## config.mk

```make
export PLATFORM = sky130hd
export DESIGN_NAME = gn3_fade
export DESIGN_NICKNAME = d
export VERILOG_FILES = /design/src/rtl/core/gn3_pkg.sv /design/src/rtl/core/gn3_fade.sv
export SDC_FILE = /design/constraint.sdc
export NUM_CORES = 2
export LEC_CHECK = 0
export BUFFER_PORTS_ARGS = -buffer_cell sky130_fd_sc_hd__buf_2
export CORE_MARGIN = 1.5
export CORE_UTILIZATION = 60
export DETAILED_ROUTE_END_ITERATION = 8
export GPL_TIMING_DRIVEN = 0
export PLACE_DENSITY = 0.76
export SLEW_MARGIN = 20
export SYNTH_ARGS = -nofsm -noshare
export SYNTH_HDL_FRONTEND = slang
export SYNTH_SLANG_ARGS = --single-unit
```

## constraint.sdc

```tcl
create_clock -name clk -period 17.06 [get_ports clk]
set_clock_uncertainty 0.2 [all_clocks]
set_input_delay 2.559 -clock clk [delete_from_list [all_inputs] [get_ports clk]]
set_output_delay 2.559 -clock clk [all_outputs]
set_load 0.03 [all_outputs]
```

## src/rtl/core/gn3_pkg.sv

```systemverilog
// ============================================================================
// gn3_pkg
// Shared constants, permutation table and arithmetic helpers for the
// 3D gradient noise pipeline.
// ============================================================================
`default_nettype none

package gn3_pkg;

    localparam int FRAC_BITS = 16;
    localparam int COORD_W   = 24;
    localparam int FSH_R     = (FRAC_BITS >= 16) ? FRAC_BITS - 16 : 0;
    localparam int FSH_L     = (FRAC_BITS >= 16) ? 0 : 16 - FRAC_BITS;

    typedef logic [7:0]         hash_t;
    typedef logic [15:0]        frac_t;
    typedef logic [16:0]        fade_t;
    typedef logic signed [16:0] dist_t;
    typedef logic signed [17:0] val_t;

    localparam logic [7:0] PERM [256] = '{
        8'd151,8'd160,8'd137,8'd91,8'd90,8'd15,8'd131,8'd13,
        8'd201,8'd95,8'd96,8'd53,8'd194,8'd233,8'd7,8'd225,
        8'd140,8'd36,8'd103,8'd30,8'd69,8'd142,8'd8,8'd99,
        8'd37,8'd240,8'd21,8'd10,8'd23,8'd190,8'd6,8'd148,
        8'd247,8'd120,8'd234,8'd75,8'd0,8'd26,8'd197,8'd62,
        8'd94,8'd252,8'd219,8'd203,8'd117,8'd35,8'd11,8'd32,
        8'd57,8'd177,8'd33,8'd88,8'd237,8'd149,8'd56,8'd87,
        8'd174,8'd20,8'd125,8'd136,8'd171,8'd168,8'd68,8'd175,
        8'd74,8'd165,8'd71,8'd134,8'd139,8'd48,8'd27,8'd166,
        8'd77,8'd146,8'd158,8'd231,8'd83,8'd111,8'd229,8'd122,
        8'd60,8'd211,8'd133,8'd230,8'd220,8'd105,8'd92,8'd41,
        8'd55,8'd46,8'd245,8'd40,8'd244,8'd102,8'd143,8'd54,
        8'd65,8'd25,8'd63,8'd161,8'd1,8'd216,8'd80,8'd73,
        8'd209,8'd76,8'd132,8'd187,8'd208,8'd89,8'd18,8'd169,
        8'd200,8'd196,8'd135,8'd130,8'd116,8'd188,8'd159,8'd86,
        8'd164,8'd100,8'd109,8'd198,8'd173,8'd186,8'd3,8'd64,
        8'd52,8'd217,8'd226,8'd250,8'd124,8'd123,8'd5,8'd202,
        8'd38,8'd147,8'd118,8'd126,8'd255,8'd82,8'd85,8'd212,
        8'd207,8'd206,8'd59,8'd227,8'd47,8'd16,8'd58,8'd17,
        8'd182,8'd189,8'd28,8'd42,8'd223,8'd183,8'd170,8'd213,
        8'd119,8'd248,8'd152,8'd2,8'd44,8'd154,8'd163,8'd70,
        8'd221,8'd153,8'd101,8'd155,8'd167,8'd43,8'd172,8'd9,
        8'd129,8'd22,8'd39,8'd253,8'd19,8'd98,8'd108,8'd110,
        8'd79,8'd113,8'd224,8'd232,8'd178,8'd185,8'd112,8'd104,
        8'd218,8'd246,8'd97,8'd228,8'd251,8'd34,8'd242,8'd193,
        8'd238,8'd210,8'd144,8'd12,8'd191,8'd179,8'd162,8'd241,
        8'd81,8'd51,8'd145,8'd235,8'd249,8'd14,8'd239,8'd107,
        8'd49,8'd192,8'd214,8'd31,8'd181,8'd199,8'd106,8'd157,
        8'd184,8'd84,8'd204,8'd176,8'd115,8'd121,8'd50,8'd45,
        8'd127,8'd4,8'd150,8'd254,8'd138,8'd236,8'd205,8'd93,
        8'd222,8'd114,8'd67,8'd29,8'd24,8'd72,8'd243,8'd141,
        8'd128,8'd195,8'd78,8'd66,8'd215,8'd61,8'd156,8'd180
    };

    // Integer lattice cell of a coordinate, wrapped to 8 bits.
    function automatic hash_t cell_of(logic [COORD_W-1:0] c);
        return 8'(c >> FRAC_BITS);
    endfunction

    // Fraction of a coordinate brought to Q0.16.
    function automatic frac_t frac_of(logic [COORD_W-1:0] c);
        logic [COORD_W-1:0] f;
        f = c & COORD_W'((1 << FRAC_BITS) - 1);
        if (FRAC_BITS >= 16)
            return 16'(f >> FSH_R);
        else
            return 16'(f << FSH_L);
    endfunction

    // Gradient dot product selected by the low nibble of a corner hash.
    function automatic val_t grad(hash_t h, dist_t x, dist_t y, dist_t z);
        val_t gx, gy, gz, r;
        gx = 18'(x);
        gy = 18'(y);
        gz = 18'(z);
        case (h[3:0])
            4'h0: r =  gx + gy;
            4'h1: r = -gx + gy;
            4'h2: r =  gx - gy;
            4'h3: r = -gx - gy;
            4'h4: r =  gx + gz;
            4'h5: r = -gx + gz;
            4'h6: r =  gx - gz;
            4'h7: r = -gx - gz;
            4'h8: r =  gy + gz;
            4'h9: r = -gy + gz;
            4'hA: r =  gy - gz;
            4'hB: r = -gy - gz;
            4'hC: r =  gy + gx;
            4'hD: r = -gy + gz;
            4'hE: r =  gy - gx;
            default: r = -gy - gz;
        endcase
        return r;
    endfunction

    // a + floor(w * (b - a) / 2^16); the result stays between a and b.
    function automatic val_t lerp(fade_t w, val_t a, val_t b);
        logic signed [18:0] diff;
        logic signed [36:0] prod;
        logic signed [20:0] s;
        diff = 19'(b) - 19'(a);
        prod = 37'(signed'({1'b0, w})) * 37'(diff);
        s    = 21'(a) + 21'(prod >>> 16);
        return s[17:0];
    endfunction

endpackage

`default_nettype wire

```

## src/rtl/core/gn3_fade.sv

```systemverilog
// ============================================================================
// gn3_fade
// Three-stage fade curve 6t^5 - 15t^4 + 10t^3 for one axis.
// ============================================================================
`default_nettype none

module gn3_fade
    import gn3_pkg::*;
(
    input  wire logic clk,
    input  wire logic en,
    input  wire frac_t t,
    output fade_t     fade
);

    logic [31:0] t2_reg;
    frac_t       t1_reg;
    logic [31:0] t3s_reg;
    logic [20:0] ps_reg;
    fade_t       fade_reg;

    logic [47:0] t3;
    logic [37:0] p;
    logic [52:0] prod;

    always_comb
    begin
        t3   = 48'(t2_reg) * 48'(t1_reg);
        p    = 38'(t2_reg) * 38'd6 - ((38'(t1_reg) * 38'd15) << 16) + (38'd10 << 32);
        prod = 53'(t3s_reg) * 53'(ps_reg);
    end

    always_ff @(posedge clk)
    begin
        if (en)
        begin
            t2_reg   <= 32'(t) * 32'(t);
            t1_reg   <= t;
            t3s_reg  <= t3[47:16];
            ps_reg   <= p[36:16];
            fade_reg <= prod[48:32];
        end
    end

    assign fade = fade_reg;

endmodule

`default_nettype wire

```

### After elaboration in Yosys (flattened, before gate mapping)

Index checks and enable logic that the tools add are counted.

* $mul: 5
* add/sub/neg operators: 2

Operator list (number)
* multiplier 32 x 21 -> 49 bit: 1
* multiplier 32 x 16 -> 48 bit: 1
* adder 37 bit (second input constant): 1
* subtractor 35 x 36 -> 37 bit: 1
* multiplier 32 x 2 -> 34 bit (second input constant): 1
* multiplier 16 x 16 -> 32 bit: 1
* multiplier 16 x 4 -> 20 bit (second input constant): 1

* register bits: 118
* logic and storage cells: 12
* bits of input ports: 18
* output and inout port bits: 17

### Depth between registers and ports, before layout

* depth after elaboration: 3
* mapped depth: 26
* mapped depth without buffers: 25

### Worst setup path after synthesis

Ideal clock, no wire load.

* kind: input to register
* start point: input port t[3]
* end point: register t2_reg[31], data pin
* slack: 8.539 ns
* cell stages on the path: 21
* arrival time: 8.061 ns
* library setup time: 0.260 ns
* buffers on the path: 1
* required time: 16.600 ns
* cells stage by stage: clkbuf_1 nand2_1 fa_1 inv_1 fa_1 inv_1 fa_1 fa_1 fa_1 fa_1 inv_1 ha_1 a21o_1 a21o_1 a221o_1 a21o_1 a31o_2 a211o_1 a31oi_1 o21ba_2 xnor2_1

* longest elaborated chain between the ends: 1

RTL lines
* start, declared: line gn3_fade.sv:12 `input wire frac_t t,`
* multiplier 16 x 16 -> 32 bit: line gn3_fade.sv:37 `t2_reg <= 32'(t) * 32'(t);`
* end signal, assigned: line gn3_fade.sv:37
* end, declared: line gn3_fade.sv:16 `logic [31:0] t2_reg;`

Every way passes these cells.
A chain may end at the register's enable or synchronous reset.

### Worst setup path after layout

* start point: input port t[6]
* end point: register t2_reg[31], data pin

The elaborated chain is that of the path after synthesis.

==> results.yml <==
clock_tree:
  cts_resized: 0
  cts_hold_buf: 0
  h-tree-depth: 4
  tritoncts: "yes"
  clockBufferDepth: 2
  cts_buffers: 17
  cts_sinks: 116
  post_cts_buffers: 0
  clk_pin_slew_ns: 0.06
  clk_latency_ns: 0.49
  root_buffer: "clkbuf_16"
setup_path:
  required_ns: 17.09
  end_kind: "flop"
  cp-start-kind: "primary input"
  crit_fanout: 10
  crit_path_top_delay_cell: "clkbuf_1"
  startpoint: "t[6]"
  arrival_ns: 9.21
  critPathKind: "in -> reg"
  cpPeakStageDelay_ns: 0.65
  rr_startpoint: "ps_reg[20]"
  cpMostUsedCell: "fa_1"
  worstPathCellList: "buf_2 -> clkbuf_1 -> nand2_1 -> fa_1 -> inv_1 -> fa_1 -> inv_1 -> fa_1 -> inv_1 -> fa_1 -> inv_1 -> fa_1 -> fa_1 -> inv_1 -> ha_1 -> a21oi_1 -> o21ai_0 -> a221o_1 -> a21o_1 -> a31o_2 -> a211o_1 -> a31oi_1 -> o21ba_2 -> xnor2_1"
die:
  die_h_um: 292.0
  die_width_um: 292.0
  io_pins: 35
  core.rowCount: 105
  die_area_um2: 85280
  core_um2: 82370
  start_util_pct: 60.85
timing:
  min_period_over_period_pct: 53.80
  worst_pin_slew_ns: 1.032
  rsz0062_at_grt: "no"
  setup_viol: 0
  slew_headroom_pct: 31.19
  final.setup.tns_ns: 0
  drv_slew: 0
  max_freq_ghz: 0.1090
  min_period_ns: 9.178
  hold_viol_final: 0
final_layout:
  multi_input_area_um2: 40870
  seqCellArea_um2: 3483
  syn_to_final_growth_pct: 4.181
  fillers: 6892
  drive_gt1_share_pct: 1.599
  nets: 7137
  largest_register_ff_count: 32
detailed_routing:
  drc: 0
  wl_met1_um: 53210
  routed-wl-met3_um: 14140
  post_drt_wl_per_cell_um: 21.06
  drt-pass1-iter-count: 6
  drt-vias-per-instance: 5.656
  dr_wl_met2_um: 62090
  postRouteAntennaNets: 0
  vias: 37190
  drt_wl_total_um: 138500
  first_iter_violations: 3261
  highest_layer: "met5"
global_route:
  grt.overflow.total: 0
  grt_usage_pct: 34.01
  grt_pass1_wl_um: 219200
  grt_pass1_vias: 39890
  antenna_found_initial: 6
  grt_max_degree: 77
synthesis:
  synth_edf_count: 116
  synth_seq_area_share_pct: 6.949
  netlist_instances: 5432
  syn-cell-area_um2: 50130
  ys_seq_elements: 116
  ys_types: 70
  ys.flop_type: "edfxtp_1"
  syn_avg_cell_area_um2: 9.228
  ys_warn_count: 0
  async_flop_share_pct: 0
place:
  dp_hpwl_um: 116300
  gp_congestion: 1.060
  port_buffers: 34
job:
  drv_cap: 0
outcome:
  outcome: "completed"
worst_hold_path:
  hp-start: "ps_reg[20]"
  min_path_type: "reg -> reg"
synthesized netlist by cell type (4+ instances only):
master        n  area [um2]
inv_1      1317        4943
fa_1       1162       23260
nand2_1     764        2868
and2_1      570        3566
ha_1        466        5831
clkbuf_1    226       848.3
a21oi_1     127       635.6
edfxtp_1    116        3483
xnor2_1      99       867.1
nor2_1       94       352.8
o21ai_0      62       310.3
a21o_1       59       442.9
xor2_1       48       420.4
nor3_1       33       165.2
nand3_1      23       115.1
and3_1       22       137.6
nor2b_1      20       125.1
nand2b_1     18       112.6
o21a_1       18       135.1
o21bai_1     18       135.1
a211oi_1     12       90.09
a31oi_1      12       75.07
nand4_1      12       75.07
or2_2        10       62.56
o211ai_1      9       67.56
a211o_1       7       61.31
a31o_2        7       61.31
o2111ai_1     7       61.31
nor4_1        6       37.54
a311oi_1      5       43.79
nor3b_1       5       37.54
o311ai_0      5       43.79
or3_1         5       31.28
a2111oi_0     4       35.03
a221oi_1      4       35.03
o21ai_1       4       20.02
o31a_1        4       35.03
routing by layer:
metal / up-vias / GRT usage, %
met5: - / 0
met4: 8 / 18.39
met3: 505 / 7.703
met2: 1896 / 53.44
met1: 18550 / 44.05
li1: 16230 / -
cell usage in the layout, fill, tap and decap left out, types with 7 or more instances in the layout:
cell type,synthesis,routed
xnor2_1,99,99
clkbuf_1,226,229
nand3_1,23,23
nor3_1,33,33
buf_2,0,33
o21ai_0,62,62
fa_1,1162,1162
a211o_1,7,7
o21bai_1,18,18
xor2_1,48,48
nand4_1,12,12
nor2_1,94,94
o211ai_1,9,9
clkbuf_16,0,17
nor2b_1,20,20
nand2b_1,18,18
and3_1,22,22
a21oi_1,127,127
or2_2,10,10
inv_1,1317,1317
o21a_1,18,18
a31o_2,7,7
and2_1,570,570
o2111ai_1,7,7
edfxtp_1,116,116
a31oi_1,12,12
nand2_1,764,764
a21o_1,59,59
ha_1,466,466
a211oi_1,12,12
worst max-delay path: cells and delay by family:
family,cells,cell delay [ns]
buf+inv,7,1.16
simple gates,1,0.25
xor+xnor,1,0.05
compound gates,8,1.86
fa+ha+maj,7,3.31
path summary, 6_finish.rpt:
path,end,slack (ns),cells after the start
worst max-delay path,t2_reg[31],7.88,24
worst min-delay path,fade[16],1.01,5
worst max register to register,fade[14],8.28,22
worst min register to register,fade[16],1.01,5
kinds of logic (layout without fill, tap and decap cells):
group	after synthesis	in the layout	share of synthesized area [%]
buf+inv	1543	1610	11.55
compound gates	397	397	5.242
other cells	2	8	0.01498
fa+ha+maj	1628	1628	58.04
flops	116	116	6.949
mux	4	4	0.08237
xor+xnor	147	147	2.569
simple gates	1595	1595	15.55
metrics by stage:
stage	hold WS (ns)	setup slack, ns	cell area, um2	utilization (%)	instances
2_1_floorplan	0.7666	8.539	50140	-	5436
3_3_place_gp	1.034	7.549	51650	62.70	6540
3_5_place_dp	1.009	7.452	51680	62.74	6541
4_1_cts	1.036	7.966	52210	63.38	6572
5_1_grt	1.084	7.670	52220	63.39	6573
6_report	1.006	7.882	52220	63.40	6575
layout make-up:
cell class,instances,area share (%)
sequential,116,6.670
timing repair buffer,36,0.4049
inverter,1317,9.466
buffer,226,1.624
clock inverter,11,0.1701
antenna,2,0.009584
multi-input combinational,3777,78.25
tap,1070,2.564
clock buffer,20,0.8362
Power is left out: the tool's default activity adds up to more than one toggle a clock period on the data nets, which glitch-free logic cannot reach.
